$ cat src/rtl/alfc_pkg.sv
`timescale 1ns / 1ps
// ---------------------------------------------------------------------------
// alfc_pkg
// Shared types and constants of the cross-shaped adaptive loop filter.
// ---------------------------------------------------------------------------
package alfc_pkg;

   // Sample width carried on the ports.
   localparam int PIXEL_BITS  = 10;
   // Coefficient lanes are signed 16-bit values.
   localparam int COEF_W      = 16;
   localparam int NUM_PAIRS   = 8;
   // Sum of two pixels, and the signed product of a coefficient with it.
   localparam int PAIR_W      = PIXEL_BITS + 1;
   localparam int PROD_W      = COEF_W + PAIR_W + 1;
   // Nine products need four guard bits.
   localparam int SUM_W       = PROD_W + 4;
   localparam int ROUND_ADD   = 32;
   localparam int ROUND_SHIFT = 6;
   localparam int MIN_DEPTH   = 8;
   localparam int FILL_FULL   = 6;
   localparam int FILL_W      = 3;
   localparam int QUEUE_DEPTH = 4;
   localparam int QPTR_W      = $clog2(QUEUE_DEPTH);
   localparam int QCNT_W      = QPTR_W + 1;

   // Configuration register indexes.
   typedef enum logic [1:0] {
      CSR_COEF_A    = 2'd0,
      CSR_COEF_B    = 2'd1,
      CSR_COEF_CTR  = 2'd2,
      CSR_BIT_DEPTH = 2'd3
   } csr_index_type;

   // One input word: a seven-row pixel column plus row markers.
   typedef struct packed {
      logic [PIXEL_BITS-1:0] pix_up3;
      logic [PIXEL_BITS-1:0] pix_up2;
      logic [PIXEL_BITS-1:0] pix_up1;
      logic [PIXEL_BITS-1:0] pix_mid;
      logic [PIXEL_BITS-1:0] pix_dn1;
      logic [PIXEL_BITS-1:0] pix_dn2;
      logic [PIXEL_BITS-1:0] pix_dn3;
      logic [1:0]            rows_above;
      logic [1:0]            rows_below;
      logic                  row_first;
      logic                  row_end;
   } req_word_type;

   // One result word.
   typedef struct packed {
      logic [PIXEL_BITS-1:0] filtered_pixel;
      logic                  last_in_row;
   } rsp_word_type;

   // Outer rows of one column after row clamping.
   typedef struct packed {
      logic [PIXEL_BITS-1:0] dn3;
      logic [PIXEL_BITS-1:0] dn2;
      logic [PIXEL_BITS-1:0] up2;
      logic [PIXEL_BITS-1:0] up3;
   } outer_type;

   // Symmetric tap pairs already summed, handed from front to back.
   typedef struct packed {
      logic [NUM_PAIRS-1:0][PAIR_W-1:0] pair;
      logic [PIXEL_BITS-1:0]            center;
      logic                             last;
   } tap_word_type;

   // Configuration registers as seen by the arithmetic.
   typedef struct packed {
      logic [4*COEF_W-1:0] coef_a;
      logic [4*COEF_W-1:0] coef_b;
      logic [COEF_W-1:0]   coef_center;
      logic [3:0]          bit_depth;
   } cfg_type;

endpackage

$ cat src/rtl/alfc_back.sv
`timescale 1ns / 1ps
// ---------------------------------------------------------------------------
// alfc_back
// Multiply-accumulate pipeline: products, partial sums, rounding, clipping
// into the output register.
// ---------------------------------------------------------------------------
module alfc_back import alfc_pkg::*; (
   input  logic         clock,
   input  logic         reset,
   input  cfg_type      cfg,
   input  logic         tap_valid,
   output logic         tap_ready,
   input  tap_word_type tap_data,
   output logic         rsp_valid,
   input  logic         rsp_ready,
   output rsp_word_type rsp_data
);

   logic signed [COEF_W-1:0] coef [NUM_PAIRS];
   logic signed [PROD_W-1:0] prod_ff [NUM_PAIRS + 1];
   logic signed [PROD_W-1:0] prod_in [NUM_PAIRS + 1];
   logic signed [SUM_W-1:0]  part_ff [3];
   logic signed [SUM_W-1:0]  part_in [3];
   logic signed [SUM_W-1:0]  total_ff;
   logic signed [SUM_W-1:0]  total_in;
   logic                     s1_valid_ff, s2_valid_ff, s3_valid_ff, out_valid_ff;
   logic                     s1_last_ff, s2_last_ff, s3_last_ff;
   rsp_word_type             out_ff;
   rsp_word_type             out_in;
   logic                     advance;
   logic [3:0]               depth;
   logic [SUM_W-1:0]         max_val;
   logic [SUM_W-1:0]         shifted;

   // The whole pipeline moves when the output register can take a word.
   assign advance   = !out_valid_ff || rsp_ready;
   assign tap_ready = advance;
   assign rsp_valid = out_valid_ff;
   assign rsp_data  = out_ff;

   // Coefficient lanes, low lane first in each group.
   always_comb begin
      for (int k = 0; k < 4; k++) begin
         coef[k]     = cfg.coef_a[k*COEF_W +: COEF_W];
         coef[k + 4] = cfg.coef_b[k*COEF_W +: COEF_W];
      end
   end

   // Stage one: one multiply per tap pair plus the center tap.
   always_comb begin
      for (int k = 0; k < NUM_PAIRS; k++) begin
         prod_in[k] = coef[k] * $signed({1'b0, tap_data.pair[k]});
      end
      prod_in[NUM_PAIRS] = $signed(cfg.coef_center)
                         * $signed({2'b00, tap_data.center});
   end

   // Stage two: three partial sums of three products each.
   always_comb begin
      for (int g = 0; g < 3; g++) begin
         part_in[g] = SUM_W'(prod_ff[3*g]) + SUM_W'(prod_ff[3*g + 1])
                    + SUM_W'(prod_ff[3*g + 2]);
      end
   end

   // Stage three: total with the rounding offset.
   assign total_in = part_ff[0] + part_ff[1] + part_ff[2] + SUM_W'(ROUND_ADD);

   // Stage four: shift down and clip to the sample range.
   always_comb begin
      depth = cfg.bit_depth;
      if (depth < 4'(MIN_DEPTH))  depth = 4'(MIN_DEPTH);
      if (depth > 4'(PIXEL_BITS)) depth = 4'(PIXEL_BITS);
      max_val = (SUM_W'(1) << depth) - SUM_W'(1);
      shifted = SUM_W'(total_ff >>> ROUND_SHIFT);
      if (total_ff < 0) begin
         out_in.filtered_pixel = '0;
      end else if (shifted > max_val) begin
         out_in.filtered_pixel = max_val[PIXEL_BITS-1:0];
      end else begin
         out_in.filtered_pixel = shifted[PIXEL_BITS-1:0];
      end
      out_in.last_in_row = s3_last_ff;
   end

   // Stage valid bits.
   always_ff @(posedge clock) begin
      if (reset) begin
         s1_valid_ff  <= 1'b0;
         s2_valid_ff  <= 1'b0;
         s3_valid_ff  <= 1'b0;
         out_valid_ff <= 1'b0;
      end else if (advance) begin
         s1_valid_ff  <= tap_valid;
         s2_valid_ff  <= s1_valid_ff;
         s3_valid_ff  <= s2_valid_ff;
         out_valid_ff <= s3_valid_ff;
      end
   end

   // Stage payloads.
   always_ff @(posedge clock) begin
      if (advance) begin
         for (int k = 0; k <= NUM_PAIRS; k++) prod_ff[k] <= prod_in[k];
         for (int g = 0; g < 3; g++) part_ff[g] <= part_in[g];
         total_ff   <= total_in;
         out_ff     <= out_in;
         s1_last_ff <= tap_data.last;
         s2_last_ff <= s1_last_ff;
         s3_last_ff <= s2_last_ff;
      end
   end

endmodule

$ cat config.mk
export PLATFORM = sky130hd
export DESIGN_NAME = alfc_back
export DESIGN_NICKNAME = d
export VERILOG_FILES = /design/src/rtl/alfc_pkg.sv /design/src/rtl/alfc_back.sv
export SDC_FILE = /design/constraint.sdc
export NUM_CORES = 2
export LEC_CHECK = 0
export ABC_CLOCK_PERIOD_IN_PS = 22800
export BUFFER_PORTS_ARGS = -buffer_cell sky130_fd_sc_hd__buf_2
export CAP_MARGIN = 0
export CORE_MARGIN = 8
export CORE_UTILIZATION = 40
export CTS_CLUSTER_DIAMETER = 30
export DETAILED_ROUTE_END_ITERATION = 16
export PLACE_DENSITY = 0.56
export RECOVER_POWER = 50
export SETUP_SLACK_MARGIN = 0.15
export SKIP_LAST_GASP = 1
export SYNTH_ARGS = -nofsm -noshare
export SYNTH_HDL_FRONTEND = slang
export SYNTH_SLANG_ARGS = --single-unit
$ cat constraint.sdc
create_clock -name clock -period 22.8 [get_ports clock]
set_input_delay 3.42 -clock clock [delete_from_list [all_inputs] [get_ports clock]]
set_output_delay 3.42 -clock clock [all_outputs]
set_load 0.05 [all_outputs]
== Word-level counts from Yosys, hierarchy flattened ==
Memory sizes are Yosys's and may differ from the RTL's.
Index checks and enable logic that the tools add are counted.

* Flip-flop bits (word level): 50
* RAM bits: 348
* Input port bits: 251
* Output and inout port bits: 13
* Logic and storage cells: 43
* Memories kept: 2

* Add/sub/neg operators: 10
* Multipliers: 9
* $lt $le $gt $ge: 4
* Shift-type cells: 1
* Muxes and demuxes: 5
* Reduce and logical (&&, ||, !) cells: 2

{| class="wikitable"
|+ Memory list
! memory !! words !! width !! read ports !! clocked after memory_dff !! write ports !! line !! source
|-
| prod_ff || 9 || 28 || 9 || 0 || 9 || alfc_back.sv:20 || <nowiki>logic signed [PROD_W-1:0] prod_ff [NUM_PAIRS + 1];</nowiki>
|-
| part_ff || 3 || 32 || 3 || 0 || 3 || alfc_back.sv:22 || <nowiki>logic signed [SUM_W-1:0] part_ff [3];</nowiki>
|}

{| class="wikitable"
|+ Operator list
! operator !! count
|-
| $mul A16 B12 Y28 || 8
|-
| $add A29 B28 Y30 || 3
|-
| $add A28 B28 Y29 || 3
|-
| $add A32 B32 Y32 || 2
|-
| $add A32 B7 Y32 const B || 1
|-
| $gt A32 B32 Y1 || 1
|-
| $lt A32 B1 Y1 const B || 1
|-
| $shl A1 B4 Y32 const A || 1
|-
| $sub A32 B2 Y32 const B || 1
|-
| $mul A16 B11 Y27 || 1
|-
| $mux W10 || 1
|-
| $mux W4 || 2
|-
| $gt A4 B4 Y1 const B || 1
|-
| $lt A4 B4 Y1 const B || 1
|-
| $mux W1 || 2
|-
| $logic_not A1 Y1 || 1
|-
| $logic_or A1 B1 Y1 || 1
|}

== Longest topological paths before layout ==
* Depth in word-level cells: 8
* Gate-level depth with buffers: 23
* Gate-level depth less buffers: 21

== Least setup slack after synthesis ==
Ideal clock, no wire load.

* Kind: input to output
* From: input rsp_ready
* To: output tap_ready
* Data arrival time: 14.336 ns
* Data required time: 19.380 ns
* Path slack: 5.044 ns
* Stages: 2
* Buffers on the path: 1
* Cells stage by stage: nand2b_1 clkbuf_1

* Longest elaborated chain between the ends: 1

{| class="wikitable"
|+ Ends and longest elaborated chain
! item !! line !! source
|-
| start, declared || alfc_back.sv:15 || <nowiki>input logic rsp_ready,</nowiki>
|-
| $logic_or A1 B1 Y1 || alfc_back.sv:36 || <nowiki>assign advance = !out_valid_ff || rsp_ready;</nowiki>
|-
| end, declared || alfc_back.sv:12 || <nowiki>output logic tap_ready,</nowiki>
|}

No other way between the ends.

== Final worst setup path ==
* From: input rsp_ready
* To: register out_valid_ff, in the netlist rsp_valid

* Longest elaborated chain between the ends: 1

{| class="wikitable"
|+ Ends and longest elaborated chain
! item !! line !! source
|-
| $logic_or A1 B1 Y1 || alfc_back.sv:36 ||
|-
| end signal, assigned || alfc_back.sv:97 || <nowiki>out_valid_ff <= s3_valid_ff;</nowiki>
|-
| end, declared || alfc_back.sv:26 || <nowiki>logic s1_valid_ff, s2_valid_ff, s3_valid_ff, out_valid_ff;</nowiki>
|}

No other way between the ends.
A chain may end at the register's enable or synchronous reset.

==> out/qor.yml <==
start_util: 0.403
drv_slew: 230
ys.flop_type: "edfxtp_1"
yosysMostFrequentCell: "inv_1"
cts_setup_buffers: 0
clk_transition_reported_paths_ns: 0.05
grt_usage: 0.182
syn_to_final_growth_pct: 8.67
synth-async-reset-ratio: 0
synth_cell_types: 69
drcViolationCount: 0
cts_hold_buf: 0
io-pin-count: 264
synth_common_cells: "inv_1, fa_1, nand2_1"
grt-ovfl-total: 0
design_area_um2: 84400
fillers: 18800
start_kind: "input port"
slew-limit-headroom: -1.18
rsz0062_at_grt: "false"
vias: 53500
synth_top_area_cell: "fa_1"
setup_viol_count_final: 0
finalHoldViolCount: 0
drt-total-wl_um: 187000
finalCritPeriodShare: 0.445
dp_hpwl_um: 158000
multi_input_area_um2: 57500
cts.htree.levels: 3
clock_path_buffers: 3
cts_tree: "done"
routed_via_density: 4.92
min_path_type: "reg2reg"
worst_slew_pin_slew_ns: 3.28
die_area_um2: 208000
syn_area_per_cell_um2: 9.52
ys_seq_area_frac: 0.148
max_freq_mhz: 98.5
cts.sink_count: 385
grt_pass1_wl_um: 310000
layout.nets: 10800
core_um2: 193000
ys_top_cells_by_area: "fa_1, edfxtp_1, ha_1, inv_1, nand2_1"
synth_top_area_share: 0.399
dp_slack_ns: 13.46
numCtsBuffers: 92
synth_warnings: 0
worst_slack_ns: 12.65
rows: 161
grt_max_degree: 79
fin_hold_ws_ns: 0.418
wl_per_cell_um: 17.2
critPathCaptureType: "flip-flop"
tns_ns: 0
synthCells: 8161
cts_resized: 0
drt_pre_antenna_iters: 6
insertion_delay_ns: 0.68
regArea_um2: 11500
root_buffer: "clkbuf_16"
fin_crit_ns: 10.15
drive_above_1_share: 0.0506
io_buffer_count: 263
ys_seq_elements: 385
path_class: "in2reg"
dpl-instance-area_um2: 81200
ant_nets: 0
drt_iter0_markers: 2747
critical_path.max_fanout: 72
die_x_um: 457
place.gp.congestion: 0.850
die_y_um: 457
fin_worst_skew_ns: 0.0360
cp_data_required_time_ns: 23.29
crit_arrival_ns: 10.64
violations: "max-capacitance violations, max-slew violations"
grt_pass1_vias: 58500
antenna_found_initial: 15
syn_area_um2: 77700
synth_edf_count: 381
cap_violations: 4
status: "complete, but fails checks"
syn-num-nets: 10700
[metal layers]
| metal | GRT usage | routed length (um) |
|---|---|---|
| met5 | 0 | 56 |
| met2 | 0.311 | 90900 |
| met3 | 0.0240 | 7840 |
| met1 | 0.248 | 84400 |
| met4 | 0.0403 | 4050 |
[stage by stage]
| step | instances | utilization |
|---|---|---|
| after floorplan | 8161 | - |
| after global placement | 10700 | 0.421 |
| after detailed placement | 10700 | 0.421 |
| after CTS | 10900 | 0.438 |
| after global routing | 10900 | 0.438 |
| final | 10900 | 0.438 |
[worst max-delay path, stage by stage]
cell and delay [ns]:
buf_2 0.08, nand2b_1 1.00, clkbuf_1 2.23, clkbuf_1 2.45, buf_4 1.01, a21oi_1 0.29
[worst paths after layout]
| check | start | endpoint | slack, ns | cells past startpoint |
|---|---|---|---|---|
| setup / recovery | rsp_ready | rsp_valid$_SDFFE_PP0P_ | 12.65 | 6 |
| hold / removal | s3_last_ff$_DFFE_PP_ | rsp_data[0]$_DFFE_PP_ | 0.42 | 0 |
| setup reg to reg | rsp_valid$_SDFFE_PP0P_ | rsp_valid$_SDFFE_PP0P_ | 15.12 | 5 |
| hold reg to reg | s3_last_ff$_DFFE_PP_ | rsp_data[0]$_DFFE_PP_ | 0.42 | 0 |
[layout by cell type, fill, tap and decap left out, drive strengths merged, types with 13 or more instances in the layout]
master     n
inv     2061
fa      1549
nand2   1174
ha       701
and2     496
edfxtp   381
xnor2    259
buf      244
a21oi    236
nor2     176
o21ai    126
clkbuf   122
a21o     103
o21a      67
xor2      64
nor3      51
nand3     46
nor2b     45
nand2b    38
clkinv    35
a211oi    33
o21bai    29
and3      25
a31oi     19
nand4     19
o211ai    15
a21boi    15
or2       15
nor4      13
or3       13
[final cells by class]
type	count	share of cell area
diodes	5	0.000148
inverters	2045	0.0910
repair buffers	269	0.0156
multi-input cells	5472	0.681
clock buffers	97	0.0278
well taps	2526	0.0375
clock inverters	71	0.0104
flip-flops and latches	385	0.137
[kinds of logic after synthesis]
logic type,count (synthesis),synth area share
buffers and inverters,2304,0.111
AOI/OAI and AO/OA,754,0.0628
and+or+nand+nor,2139,0.128
adders and majority gates,2250,0.512
xor gates and xnor gates,323,0.0364
muxes,6,0.000773
DFF,385,0.148
[state kept, by name, summed over array words and instances (netlist names)]
register,cells
s2_last_ff,1
prod_ff,251
part_ff,90
s1_valid_ff,1
s3_valid_ff,1
rsp_valid,1
rsp_data,11
s3_last_ff,1
s1_last_ff,1
s2_valid_ff,1
total_ff,26
Power is left out: the tool's default activity adds up to more than one toggle a clock period on the data nets, which glitch-free logic cannot reach.
