**config.mk**
```make
export PLATFORM = sky130hd
export DESIGN_NAME = alfc_front
export DESIGN_NICKNAME = d
export VERILOG_FILES = /design/src/rtl/alfc_pkg.sv /design/src/rtl/alfc_front.sv
export SDC_FILE = /design/constraint.sdc
export NUM_CORES = 1
export LEC_CHECK = 0
export CORE_MARGIN = 8
export CORE_UTILIZATION = 45
export CTS_CLUSTER_DIAMETER = 40
export DETAILED_ROUTE_END_ITERATION = 7
export DONT_BUFFER_PORTS = 1
export PLACE_DENSITY = 0.66
export RECOVER_POWER = 50
export SLEW_MARGIN = 40
export SYNTH_ARGS = -nofsm -noshare
export SYNTH_HDL_FRONTEND = slang
export SYNTH_SLANG_ARGS = --single-unit
```
**constraint.sdc**
```tcl
create_clock -name clock -period 6.26 [get_ports clock]
set_clock_uncertainty 0.15 [all_clocks]
set_input_delay 0.939 -clock clock [delete_from_list [all_inputs] [get_ports clock]]
set_output_delay 0.939 -clock clock [all_outputs]
set_load 0.01 [all_outputs]
```
**src/rtl/alfc_pkg.sv**
```systemverilog
`timescale 1ns / 1ps
// ---------------------------------------------------------------------------
// alfc_pkg
// Shared types and constants of the cross-shaped adaptive loop filter.
// ---------------------------------------------------------------------------
package alfc_pkg;

   // Sample width carried on the ports.
   localparam int PIXEL_BITS  = 10;
   // Coefficient lanes are signed 16-bit values.
   localparam int COEF_W      = 16;
   localparam int NUM_PAIRS   = 8;
   // Sum of two pixels, and the signed product of a coefficient with it.
   localparam int PAIR_W      = PIXEL_BITS + 1;
   localparam int PROD_W      = COEF_W + PAIR_W + 1;
   // Nine products need four guard bits.
   localparam int SUM_W       = PROD_W + 4;
   localparam int ROUND_ADD   = 32;
   localparam int ROUND_SHIFT = 6;
   localparam int MIN_DEPTH   = 8;
   localparam int FILL_FULL   = 6;
   localparam int FILL_W      = 3;
   localparam int QUEUE_DEPTH = 4;
   localparam int QPTR_W      = $clog2(QUEUE_DEPTH);
   localparam int QCNT_W      = QPTR_W + 1;

   // Configuration register indexes.
   typedef enum logic [1:0] {
      CSR_COEF_A    = 2'd0,
      CSR_COEF_B    = 2'd1,
      CSR_COEF_CTR  = 2'd2,
      CSR_BIT_DEPTH = 2'd3
   } csr_index_type;

   // One input word: a seven-row pixel column plus row markers.
   typedef struct packed {
      logic [PIXEL_BITS-1:0] pix_up3;
      logic [PIXEL_BITS-1:0] pix_up2;
      logic [PIXEL_BITS-1:0] pix_up1;
      logic [PIXEL_BITS-1:0] pix_mid;
      logic [PIXEL_BITS-1:0] pix_dn1;
      logic [PIXEL_BITS-1:0] pix_dn2;
      logic [PIXEL_BITS-1:0] pix_dn3;
      logic [1:0]            rows_above;
      logic [1:0]            rows_below;
      logic                  row_first;
      logic                  row_end;
   } req_word_type;

   // One result word.
   typedef struct packed {
      logic [PIXEL_BITS-1:0] filtered_pixel;
      logic                  last_in_row;
   } rsp_word_type;

   // Outer rows of one column after row clamping.
   typedef struct packed {
      logic [PIXEL_BITS-1:0] dn3;
      logic [PIXEL_BITS-1:0] dn2;
      logic [PIXEL_BITS-1:0] up2;
      logic [PIXEL_BITS-1:0] up3;
   } outer_type;

   // Symmetric tap pairs already summed, handed from front to back.
   typedef struct packed {
      logic [NUM_PAIRS-1:0][PAIR_W-1:0] pair;
      logic [PIXEL_BITS-1:0]            center;
      logic                             last;
   } tap_word_type;

   // Configuration registers as seen by the arithmetic.
   typedef struct packed {
      logic [4*COEF_W-1:0] coef_a;
      logic [4*COEF_W-1:0] coef_b;
      logic [COEF_W-1:0]   coef_center;
      logic [3:0]          bit_depth;
   } cfg_type;

endpackage

```
**src/rtl/alfc_front.sv**
```systemverilog
`timescale 1ns / 1ps
// ---------------------------------------------------------------------------
// alfc_front
// Takes in pixel columns, clamps rows, keeps the column window and, once
// the window is full, pushes the summed tap pairs to the queue.
// ---------------------------------------------------------------------------
module alfc_front import alfc_pkg::*; (
   input  logic         clock,
   input  logic         reset,
   input  logic         req_valid,
   output logic         req_ready,
   input  req_word_type req_data,
   input  logic         queue_full,
   output logic         push_valid,
   output tap_word_type push_data
);

   logic [PIXEL_BITS-1:0] center_hist_ff [FILL_FULL];
   logic [PIXEL_BITS-1:0] above_hist_ff  [4];
   logic [PIXEL_BITS-1:0] below_hist_ff  [4];
   outer_type             outer_hist_ff  [3];
   logic [FILL_W-1:0]     fill_ff;
   logic [FILL_W-1:0]     fill_start;
   logic [FILL_W-1:0]     fill_in;
   logic                  accept;
   logic                  emit;
   logic [PIXEL_BITS-1:0] u1, u2, u3, d1, d2, d3;
   outer_type             outer_new;
   outer_type             outer_old;

   assign req_ready = !queue_full;
   assign accept    = req_valid && req_ready;

   // Clamp the vertical offsets to the rows that exist.
   always_comb begin
      u1 = (req_data.rows_above == 2'd0) ? req_data.pix_mid : req_data.pix_up1;
      d1 = (req_data.rows_below == 2'd0) ? req_data.pix_mid : req_data.pix_dn1;
      case (req_data.rows_above)
         2'd0:    begin u2 = req_data.pix_mid; u3 = req_data.pix_mid; end
         2'd1:    begin u2 = req_data.pix_up1; u3 = req_data.pix_up1; end
         2'd2:    begin u2 = req_data.pix_up2; u3 = req_data.pix_up2; end
         default: begin u2 = req_data.pix_up2; u3 = req_data.pix_up3; end
      endcase
      case (req_data.rows_below)
         2'd0:    begin d2 = req_data.pix_mid; d3 = req_data.pix_mid; end
         2'd1:    begin d2 = req_data.pix_dn1; d3 = req_data.pix_dn1; end
         2'd2:    begin d2 = req_data.pix_dn2; d3 = req_data.pix_dn2; end
         default: begin d2 = req_data.pix_dn2; d3 = req_data.pix_dn3; end
      endcase
      outer_new = '{dn3: d3, dn2: d2, up2: u2, up3: u3};
   end

   // Window fill count: the first column of a row restarts it, the last
   // column of a row clears it after use.
   always_comb begin
      fill_start = req_data.row_first ? '0 : fill_ff;
      emit       = (fill_start >= FILL_W'(FILL_FULL));
      fill_in    = emit ? fill_start : fill_start + FILL_W'(1);
      if (req_data.row_end) begin
         fill_in = '0;
      end
   end

   // Pair up the symmetric taps around the center column.
   always_comb begin
      outer_old = outer_hist_ff[2];
      push_data.pair[0] = PAIR_W'(outer_old.up3) + PAIR_W'(outer_old.dn3);
      push_data.pair[1] = PAIR_W'(outer_old.up2) + PAIR_W'(outer_old.dn2);
      push_data.pair[2] = PAIR_W'(above_hist_ff[3]) + PAIR_W'(below_hist_ff[1]);
      push_data.pair[3] = PAIR_W'(above_hist_ff[2]) + PAIR_W'(below_hist_ff[2]);
      push_data.pair[4] = PAIR_W'(above_hist_ff[1]) + PAIR_W'(below_hist_ff[3]);
      push_data.pair[5] = PAIR_W'(center_hist_ff[5]) + PAIR_W'(req_data.pix_mid);
      push_data.pair[6] = PAIR_W'(center_hist_ff[4]) + PAIR_W'(center_hist_ff[0]);
      push_data.pair[7] = PAIR_W'(center_hist_ff[3]) + PAIR_W'(center_hist_ff[1]);
      push_data.center  = center_hist_ff[2];
      push_data.last    = req_data.row_end;
   end

   assign push_valid = accept && emit;

   // Column window shift registers.
   always_ff @(posedge clock) begin
      if (reset) begin
         fill_ff <= '0;
         for (int i = 0; i < FILL_FULL; i++) center_hist_ff[i] <= '0;
         for (int i = 0; i < 4; i++) begin
            above_hist_ff[i] <= '0;
            below_hist_ff[i] <= '0;
         end
         for (int i = 0; i < 3; i++) outer_hist_ff[i] <= '0;
      end else if (accept) begin
         fill_ff <= fill_in;
         for (int i = FILL_FULL - 1; i > 0; i--) center_hist_ff[i] <= center_hist_ff[i-1];
         center_hist_ff[0] <= req_data.pix_mid;
         for (int i = 3; i > 0; i--) begin
            above_hist_ff[i] <= above_hist_ff[i-1];
            below_hist_ff[i] <= below_hist_ff[i-1];
         end
         above_hist_ff[0] <= u1;
         below_hist_ff[0] <= d1;
         for (int i = 2; i > 0; i--) outer_hist_ff[i] <= outer_hist_ff[i-1];
         outer_hist_ff[0] <= outer_new;
      end
   end

endmodule

```
; Yosys cells after proc, flatten, opt, wreduce, memory -nomap -nowiden
; Memory sizes are Yosys's and may differ from the RTL's.
; Cells that the tools add are included.
[classes]
n_shift = 0
mul = 0
bitwise = 17
addsub = 9
n_reduce_logical = 5
div = 0
magnitude_cmp = 1
n_mux = 31
eq_ne = 4
[ops]
columns = operator, count
row1 = 10-bit two-way mux, 16
row2 = 40-bit two-way mux, 3
row3 = 10-bit by 10-bit adder with 11-bit output, 8
row4 = 10-bit one-hot mux with 3 select lines, 2
row5 = 10-bit one-hot mux with 2 select lines, 2
row6 = 1-bit bitwise OR, 17
row7 = 3-bit two-way mux, 3
row8 = 1-bit two-way mux, 5
row9 = "2-bit by 1-bit equality test with 1-bit output, second input constant", 2
row10 = "2-bit equality test, second input constant", 2
row11 = 2-bit zero test, 2
row12 = "3-bit by 1-bit adder with 3-bit output, second input constant", 1
row13 = "3-bit greater-or-equal comparator, second input constant", 1
row14 = 1-bit logical AND, 2
row15 = 1-bit zero test, 1
[totals]
ramBits = 260
latch_bits = 0
out_inout_bits = 101
romBits = 0
elab_cells = 72
ff_bits = 3
memories = 4
[mem_list]
columns = memory, words, word_bits, read_ports, rd_ports_with_merged_regs, wr, line
row1 = outer_hist_ff, 3, 40, 3, 0, 3, alfc_front.sv:21  ; outer_type outer_hist_ff [3];
row2 = center_hist_ff, 6, 10, 6, 0, 6, alfc_front.sv:18  ; logic [PIXEL_BITS-1:0] center_hist_ff [FILL_FULL];
row3 = above_hist_ff, 4, 10, 4, 0, 4, alfc_front.sv:19  ; logic [PIXEL_BITS-1:0] above_hist_ff [4];
row4 = below_hist_ff, 4, 10, 4, 0, 4, alfc_front.sv:20  ; logic [PIXEL_BITS-1:0] below_hist_ff [4];

; Depth between registers and ports, before layout
; Gate-level depths: netlist of run 1.
[logic_depth]
depth_word = 6
mapped_depth = 8
ltp_nobuf = 8

; Worst setup path after synthesis of run 1
; No wires, ideal clock.
[synth_timing]
kind = input port to flip-flop
start = in queue_full
end = mem above_hist_ff[0][0], enable pin
required_time_ps = 5499
slack_ps = -684
t_arrival_ps = 6183
stages = 3
path_buffers = 0
path_cell_list = inv_1 a21oi_1 inv_1
[synth_lines]
columns = item, line
row1 = start: declaration, alfc_front.sv:13  ; input logic queue_full,
row2 = end: declaration, alfc_front.sv:19

==> results of run 1 <==
-- worst min-delay path by stage --
| stage | from | to | slack [ps] | depth (start not counted) |
|---|---|---|---|---|
| after detailed placement | fill_ff[2] | fill_ff[2] | 280 | 2 |
| after floorplan | fill_ff[2] | fill_ff[2] | 260 | 2 |
| after CTS | fill_ff[2] | fill_ff[2] | 290 | 2 |
| after global placement | fill_ff[2] | fill_ff[2] | 270 | 2 |
| after global routing | fill_ff[2] | fill_ff[2] | 340 | 2 |
| final | fill_ff[2] | fill_ff[2] | 290 | 2 |
-- logic make-up after synthesis --
family,synth area share
adder cells (fa/ha/maj),0.0855
flip-flops,0.567
buffers and inverters,0.0369
multiplexers,0.0291
XOR/XNOR,0.0404
AO/OA/AOI/OAI,0.101
AND/OR/NAND/NOR,0.140
-- through the flow --
step,utilization,total power [mW],cells,worst slack [ps],hold slack (ps)
floorplan,-,2.55,1165,375,258
global placement,0.465,2.66,1517,2450,269
detailed placement,0.469,2.68,1521,2430,280
CTS,0.508,4.71,1582,2420,292
global route,0.505,4.83,1582,1490,336
finish,0.505,4.66,1582,2130,293
-- power breakdown --
group | total (mW) | internal [mW] | switching [mW]
sequential | 2.11 | 2.06 | 0.0489
clock | 2.03 | 1.27 | 0.756
combinational | 0.519 | 0.179 | 0.340
total | 4.66 | 3.51 | 1.14
-- worst reg2reg max path, delay by kind of cell (launching register included) --
| family | cells | cell delay [ps] |
|---|---|---|
| flops | 1 | 330 |
| compound gates | 2 | 500 |
| simple gates | 3 | 310 |
| fa+ha+maj | 1 | 220 |
-- cells in the mapped netlist (all sizes together) --
| cell type | instances | area share |
|---|---|---|
| edfxtp | 260 | 0.56 |
| and2 | 194 | 0.088 |
| a21oi | 127 | 0.046 |
| ha | 82 | 0.074 |
| inv | 74 | 0.020 |
| nand2 | 68 | 0.018 |
| o21ai | 45 | 0.016 |
| xnor2 | 41 | 0.026 |
| nand3 | 31 | 0.011 |
| nor2 | 30 | 0.0083 |
| clkbuf | 29 | 0.0078 |
| a21o | 26 | 0.014 |
| xor2 | 23 | 0.015 |
| buf | 20 | 0.0090 |
| mux2i | 20 | 0.014 |
| mux2 | 18 | 0.015 |
| and3 | 16 | 0.0076 |
| nand2b | 9 | 0.0041 |
| a2111oi | 8 | 0.0096 |
| a31oi | 8 | 0.0036 |
| fa | 8 | 0.012 |
| o2111ai | 8 | 0.0051 |
| o21a | 7 | 0.0038 |
| dfxtp | 3 | 0.0043 |
| nor2b | 3 | 0.0014 |
| or2 | 3 | 0.0014 |
| a22o | 1 | 0.00063 |
| o211ai | 1 | 0.00054 |
| o21bai | 1 | 0.00081 |
| o31ai | 1 | 0.00054 |
-- metal layers --
layer / share of wire / vias up
li1: - / 4138
met1: 0.40 / 3966
met2: 0.47 / 214
met3: 0.11 / 44
met4: 0.019 / 2
met5: 0.00032 / -
-- placed cells by master, fill, tap and decap left out, types with 2 or more instances in the layout --
master and n:
inv_6 6, mux2i_1 20, nand3_1 31, mux2_2 18
dfxtp_1 3, a21o_1 26, a21oi_1 126, clkbuf_1 7
o21ai_0 39, nor2_1 30, and3_1 15, clkinv_1 3
nand2_1 68, bufinv_16 5, clkinv_2 3, xor2_1 23
nor2b_1 3, o21ai_1 6, inv_1 73, or2_2 2
and2_0 103, o21a_1 7, clkbuf_16 36, nand2b_1 9
buf_16 2, ha_1 82, edfxtp_1 260, o2111ai_1 8
a2111oi_2 7, and2_1 91, xnor2_1 41, a31oi_1 8
fa_1 8, clkinvlp_4 5
-- cell type report --
class | count | area share
Clock buffer | 37 | 0.0587
Clock inverter | 24 | 0.0192
Inverter | 74 | 0.0183
Multi-Input combinational cell | 779 | 0.356
Sequential cell | 263 | 0.510
Tap cell | 396 | 0.0321
Timing Repair Buffer | 9 | 0.00552
-- state kept, by name, indices dropped and copies added, names as in the netlist --
register and cells:
below_hist_ff 40, outer_hist_ff 120, above_hist_ff 40, fill_ff 3
center_hist_ff 60
==> results.tsv, run 1 <==
metric	value	unit
status	finished, violations left	
violations	capacitance limit, slew limit	
clockBufferDepth	3	
final_cell_area	0.0154	mm²
hold_class	reg2reg	
portBuffers	0	
num_antenna_cells	0	
post_cts_buffers	0	
timing.critical_path.to	outer_hist_ff[0][25]	
crit_cells	6	
drt-vias-per-instance	5.29	
wire_per_inst	19.9	µm
synthCells	1165	
dieWidth	192	µm
r2r_slack	4640	ps
start_kind	primary input	
crit_start	queue_full	
grt_pass1_vias	8444	
finalCriticalPeriod	4130	ps
ys_warn_count	0	
cts_made_buffers	35	
grt_antenna_before_repair	1	
globalRouteTotalUtil	0.170	
ios	181	
first_iter_violations	433	
slew_viol_final	193	
root_buffer	clkbuf_16	
vias	8364	
synth_area_per_cell	11.9	µm²
grt_max_degree	78	
worst_slew_margin_rel	-0.798	
ys_ff_latch	263	
p_leak	6.24	nW
drc	0	
cts_tree	done	
wl	31.5	mm
post_cts_resized	0	
nets	1332	
crit_type	in2reg	
reg2reg_depth	6	
r2r_end	fill_ff[0]	
grt-ovfl-total	0	
min_period_over_period	0.660	
gp_congestion	0.839	
maxCapViolations	4	
p_per_area	302	mW/mm²
slowest_delay	1350	ps
r2r-start	fill_ff[1]	
grt_use_met1	0.199	
syn-num-nets	1335	
multi_input_area	0.00549	mm²
cp_cell_sequence	nand2b_1 > nor2_1 > clkbuf_1 > clkbuf_1 > o21ai_0 > a21oi_1	
finalHoldViolCount	0	
crit_arrival	4310	ps
drive_gt1_frac	0.0776	
cp_max_fo	57	
postPlaceCellArea	0.0143	mm²
syn2layout_area_growth	11.2	%
chipHeight	192	µm
row_count	64	
use_met2	0.275	
setup_tns	0	ps
setup_viol	0	
cp_data_required_time	6440	ps
grt_pass1_wl	47.9	mm
antenna_left	0	
busiest_layer	met2	
slowest_stage	clkbuf_1	
worst_pin_slew	2700	ps
crit_family	buffers and inverters	
initial_core_util	0.455	
crit_buf_inv	2	
worstSetupEndpointType	flip-flop	
clock_sinks	263	
core_area	0.0305	mm²
die-area	0.0367	mm²
clk_pin_slew	60	ps
crit_top_cell	clkbuf_1	
clk_latency	510	ps
synth-seq-area-share	0.567	
dr.pass1.iters	5	
rsz0062_at_grt	false	
netlist_area	0.0139	mm²
place_hpwl	23.7	mm
fillCellCount	2605	
ys_types	38	
fmax	242	MHz
holdBufCountCts	0	
cts_max_level	2	
use_met3	0.0804	
irDropWorstVdd	0.227	mV
ff_latch_area	0.00787	mm²
(Power assumes the default switching activity.)
==> run 2: changes to the inputs <==
==> constraint.sdc (replaced) <==
create_clock -name clock -period 3.59 [get_ports clock]
set_clock_uncertainty 0.15 [all_clocks]
set_input_delay 0.5385 -clock clock [delete_from_list [all_inputs] [get_ports clock]]
set_output_delay 0.5385 -clock clock [all_outputs]
set_load 0.01 [all_outputs]
==> run 2 against run 1 <==
  * The run still ends with capacitance limit, slew limit left
  * Cell area increased by 0.17%
  * Routed wire length increased by 3.1%
  * Via count increased by 1.2%
  * Non-clock buffer count increased by 2
  * Register-to-register slack worse by 2600 ps
  * Worst setup slack worse by 1900 ps
  * Sequential share of layout area shrank 0.087 points
  * Sequential cell count unchanged
  * Die area did not move
  * Highest routed layer unchanged
==> results.tsv, run 2 (synthesis results as in run 1) <==
metric	value	unit	change
slowest_delay	460	ps	was 1350 ps
dieWidth	192	µm	unchanged
largest_register_ffs	120		unchanged
die-area	0.0367	mm²	unchanged
clock_sinks	263		unchanged
root_buffer	clkbuf_16		unchanged
clockBufferDepth	3		unchanged
reg_top3	outer_hist_ff (120), center_hist_ff (60)		unchanged
start_kind	flip-flop		was primary input
syn2layout_area_growth	11.4	%	was 11.2%
grt_pass1_vias	8378		was 8,444
num_antenna_cells	0		unchanged
hold_class	in2reg		was reg2reg
cts_tree	done		unchanged
grt_antenna_before_repair	4		was 1
p_per_area	525	mW/mm²	was 302 mW/mm²
portBuffers	0		unchanged
dr.pass1.iters	4		was 5
wl	32.5	mm	was 31.5 mm
fillCellCount	2632		was 2,605
first_iter_violations	534		was 433
wire_per_inst	20.5	µm	was 19.9 µm
final_cell_area	0.0154	mm²	about the same
cp_data_required_time	2900	ps	was 6440 ps
drt-vias-per-instance	5.34		was 5.29
row_count	64		unchanged
clk_latency	500	ps	was 510 ps
nets	1335		was 1,332
crit_arrival	2710	ps	was 4310 ps
cts_made_buffers	36		was 35
chipHeight	192	µm	unchanged
finalCriticalPeriod	3400	ps	
slowest_stage	fa_1		was clkbuf_1
final_common_cell	edfxtp_1		unchanged
worst_slew_margin_rel	-0.161		was -0.798
cp_max_fo	3		was 57
irDropWorstVdd	0.352	mV	was 0.227 mV
initial_core_util	0.455		unchanged
gp_congestion	0.818		was 0.839
status	finished, violations left		unchanged
drive_gt1_frac	0.0806		was 0.0776
place_hpwl	24.1	mm	was 23.7 mm
violations	capacitance limit, slew limit		unchanged
finalHoldViolCount	0		unchanged
seq_power_share	0.454		was 0.453
worst_pin_slew	1740	ps	was 2700 ps
cellInternalPower	6.10	mW	was 3.51 mW
cts_max_level	2		unchanged
largest-register	outer_hist_ff		unchanged
setup_viol	0		unchanged
ios	181		unchanged
globalRouteTotalUtil	0.174		was 0.170
crit_type	reg2out		was in2reg
drc	0		unchanged
p_comb_frac	0.112		was 0.111
worstSetupEndpointType	output port		was flip-flop
switching_power	2.02	mW	was 1.14 mW
core_area	0.0305	mm²	unchanged
pwr-share-clk	0.434		was 0.435
antenna_left	0		unchanged
p_leak	6.28	nW	was 6.24 nW
grt-ovfl-total	0		unchanged
fmax	294	MHz	
grt_pass1_wl	49.1	mm	was 47.9 mm
hold_slack	82.5	ps	was 293 ps
grt_max_degree	69		was 78
min_period_over_period	0.947		
slew_viol_final	68		was 193
rsz0062_at_grt	false		unchanged
switching_share	0.248		was 0.246
maxCapViolations	1		was 4
vias	8467		was 8,364
mostFrequentLayoutCells	edfxtp_1 (260), a21oi_1 (126), and2_1 (120)		was edfxtp_1 (260), a21oi_1 (126), and2_0 (103)
cp_cell_sequence	ha_1 > fa_1 > a21o_1 > a2111oi_4 > o21bai_2 > a21oi_2 > xnor2_1		was nand2b_1 > nor2_1 > clkbuf_1 > clkbuf_1 > o21ai_0 > a21oi_1
clk_pin_slew	60	ps	about the same
postPlaceCellArea	0.0143	mm²	about the same
## run 2: critical path: cells and delay by family, from the launching register on
kind,cells,cell delay (ps)
xor+xnor,1,190
fa+ha+maj,2,710
flops,1,400
compound gates,4,900
## run 2: path summary, 6_finish.rpt
check,startpoint,endpoint,slack [ps],cells after the start
worst max-delay path,center_hist_ff[0][10],push_data[96],190,7
worst min-delay path,req_data[38],center_hist_ff[0][2],80,1
worst max register to register,fill_ff[1],fill_ff[0],2000,6
worst min register to register,fill_ff[2],fill_ff[2],290,2
## run 2: timing repair
item	CTS	global route
setup buffers	0	0
setup endpoints to repair	0	1
resized for setup	0	1
hold buffers	0	0
## run 2: metal layers
layer	GRT usage	part of all wire	up-vias
met5	0	0.0016	-
met4	0.0456	0.021	8
met3	0.0870	0.10	54
met2	0.271	0.45	215
met1	0.213	0.42	4061
li1	-	-	4129
## run 2: stage by stage
step	instances	utilization	power (mW)	setup TNS, ps	setup slack, ps
5_1_grt	1587	0.506	8.41	0	30.9
4_1_cts	1587	0.507	8.19	0	154
2_1_floorplan	1165	-	4.45	-430940	-1660
6_report	1587	0.506	8.11	0	191
3_5_place_dp	1523	0.468	4.67	0	609
3_3_place_gp	1521	0.466	4.64	0	608
## run 2: area by class of cell
cell class / count / area, µm² / share of cell area
clock inverter: 24 / 254 / 0.0164
sequential: 263 / 7870 / 0.510
tap: 396 / 495 / 0.0321
multi-input combinational: 779 / 5500 / 0.356
inverter: 74 / 282 / 0.0182
timing repair buffer: 11 / 105 / 0.00681
clock buffer: 40 / 937 / 0.0607
## run 2: power groups by stage
| stage | Clock (mW) | Combinational (mW) | Sequential [mW] |
|---|---|---|---|
| 6_report | 3.52 | 0.912 | 3.68 |
| 5_1_grt | 3.69 | 1.02 | 3.70 |
| 4_1_cts | 3.57 | 0.933 | 3.68 |
| 3_5_place_dp | 0 | 0.927 | 3.74 |
| 3_3_place_gp | 0 | 0.903 | 3.74 |
| 2_1_floorplan | 0 | 0.731 | 3.72 |
==> run 3: changes to the inputs <==
--- a/config.mk
+++ b/config.mk
@@ -11,7 +11,6 @@
 export DETAILED_ROUTE_END_ITERATION = 7
 export DONT_BUFFER_PORTS = 1
 export PLACE_DENSITY = 0.66
-export RECOVER_POWER = 50
 export SLEW_MARGIN = 40
 export SYNTH_ARGS = -nofsm -noshare
 export SYNTH_HDL_FRONTEND = slang
==> run 3 against run 2 <==
  * The flow now finishes without violations
  * Non-clock buffer count stayed put
  * Sequential cell count unchanged
  * Routed wire length grew 0.34%
  * Combinational power rose by 0.9%
  * Die area unchanged
  * Sequential power is essentially flat
  * Clock power barely moved
  * Register-to-register slack about the same
  * Hold slack worse by 23 ps
  * Fmax about the same
  * Critical path type unchanged
==> results.tsv, run 3 (synthesis results as in run 1) <==
metric	value	unit	change
status	complete, no violations		was finished, violations left
drive_gt1_frac	0.0865		was 0.0806
min-delay-start	reset		was req_data[38]
setup_viol	0		unchanged
setup_tns	0	ps	unchanged
p_per_area	524	mW/mm²	was 525 mW/mm²
num_antenna_cells	0		unchanged
clk_latency	500	ps	about the same
slowest_delay	460	ps	about the same
first_iter_violations	516		was 534
pwr-share-clk	0.434		about the same
crit_type	reg2out		unchanged
clockBufferDepth	3		unchanged
drt-vias-per-instance	5.33		was 5.34
holdBufCountCts	0		unchanged
worst_slew_margin_rel	0.518		was -0.161
final_cell_area	0.0155	mm²	was 0.0154 mm²
wl	32.6	mm	was 32.5 mm
mostFrequentLayoutCells	edfxtp_1 (260), and2_1 (194), a21oi_1 (125)		was edfxtp_1 (260), a21oi_1 (126), and2_1 (120)
post_cts_buffers	0		unchanged
grt_pass1_wl	49.1	mm	unchanged
syn2layout_area_growth	11.7	%	was 11.4%
whs_endpoint	fill_ff[2]		was center_hist_ff[0][2]
gp_congestion	0.818		unchanged
grt_pass1_vias	8378		unchanged
cp_max_fo	3		unchanged
worst_pin_slew	720	ps	was 1740 ps
cts_made_buffers	36		unchanged
grt_max_degree	69		unchanged
seq_power_share	0.453		was 0.454
ios	181		unchanged
die-area	0.0367	mm²	unchanged
globalRouteTotalUtil	0.174		unchanged
switching_share	0.248		about the same
portBuffers	0		unchanged
core_area	0.0305	mm²	unchanged
worstSetupEndpointType	output port		unchanged
min_period_over_period	0.948		was 0.947
p_comb_frac	0.113		was 0.112
irDropWorstVdd	0.352	mV	about the same
hold_class	in2reg		unchanged
root_buffer	clkbuf_16		unchanged
wire_per_inst	20.5	µm	about the same
row_count	64		unchanged
postPlaceCellArea	0.0143	mm²	unchanged
reg2reg_depth	6		unchanged
cts_max_level	2		unchanged
largest_register_ffs	120		unchanged
cts_tree	done		unchanged
r2r_slack	2010	ps	was 2000 ps
drc	0		unchanged
post_cts_resized	0		unchanged
rsz0062_at_grt	false		unchanged
antenna_left	0		unchanged
final_common_cell	edfxtp_1		unchanged
crit_arrival	2710	ps	about the same
maxCapViolations	0		was 1
initial_core_util	0.455		unchanged
slowest_stage	fa_1		unchanged
reg_top3	outer_hist_ff (120), center_hist_ff (60)		unchanged
clock_sinks	263		unchanged
cp_cell_sequence	ha_1 > fa_1 > a21o_1 > a2111oi_4 > o21bai_2 > a21oi_2 > xnor2_1		unchanged
dr.pass1.iters	5		was 4
finalHoldViolCount	0		unchanged
holdPathStages	3		was 1
p_leak	6.38	nW	was 6.28 nW
r2r-start	fill_ff[1]		unchanged
start_kind	flip-flop		unchanged
vias	8465		was 8,467
slew_viol_final	0		was 68
place_hpwl	24.1	mm	unchanged
fmax	294	MHz	about the same
clk_pin_slew	60	ps	about the same
cellInternalPower	6.10	mW	about the same
cp_data_required_time	2900	ps	about the same
largest-register	outer_hist_ff		unchanged
chipHeight	192	µm	unchanged
grt-ovfl-total	0		unchanged
finalCriticalPeriod	3400	ps	about the same
grt_antenna_before_repair	4		unchanged
r2r_end	fill_ff[0]		unchanged
dieWidth	192	µm	unchanged
total_power	8.11	mW	about the same
switching_power	2.02	mW	about the same
nets	1335		unchanged
## run 3: cell types whose count changed in the layout (fill, tap and decap cells not counted)
cell      previous run  this run
nor2_4               0         1
a21oi_4              0         1
buf_4                4         8
a21oi_1            126       125
and2_1             120       194
clkbuf_1             7         3
nor2_1              29        27
clkbuf_2             1         0
buf_12               0         1
and2_0              74         0
nor2_2               1         2
## run 3: per-layer routing
layer	GRT usage	wire length, µm	vias up
met1	0.213	13700	4057
met4	0.0456	639	8
met3	0.0870	3490	53
met5	0	65	-
met2	0.271	14800	221
li1	-	-	4126
## run 3: critical path: cells and delay by family (launching register included)
kind | cells | cell delay [ps]
fa+ha+maj | 2 | 710
xor+xnor | 1 | 190
compound gates | 4 | 900
flops | 1 | 400
## run 3: layout make-up
cell class,instances,area [µm²]
fillers,2626,15000
inverters,74,282
repair buffers,11,135
clock buffers,40,937
flip-flops and latches,263,7870
clock inverters,24,254
multi-input cells,779,5520
well taps,396,495
## run 3: worst max path at each step
stage	startpoint	endpoint	slack, ps	cells after the start
CTS	center_hist_ff[0][10]	push_data[96]	150	7
floorplan	queue_full	above_hist_ff[0][0]	-1660	3
finish	center_hist_ff[0][10]	push_data[96]	190	7
detailed placement	req_data[36]	push_data[74]	610	8
global route	center_hist_ff[0][0]	push_data[85]	30	8
global placement	req_data[36]	push_data[74]	610	8
## run 3: metrics by stage
| stage | utilization | std cells | hold slack (ps) | setup slack [ps] |
|---|---|---|---|---|
| 3_3_place_gp | 0.466 | 1521 | 273 | 608 |
| 2_1_floorplan | - | 1165 | 258 | -1660 |
| 6_report | 0.508 | 1587 | 59.9 | 187 |
| 3_5_place_dp | 0.468 | 1523 | 276 | 609 |
| 5_1_grt | 0.508 | 1587 | 62.6 | 30.9 |
| 4_1_cts | 0.507 | 1587 | 38.5 | 154 |
## run 3: power by group through the flow
stage	Combinational (mW)	Clock, mW	Sequential, mW
3_5_place_dp	0.927	0	3.74
4_1_cts	0.933	3.57	3.68
2_1_floorplan	0.731	0	3.72
5_1_grt	1.02	3.69	3.70
6_report	0.920	3.52	3.68
3_3_place_gp	0.903	0	3.74
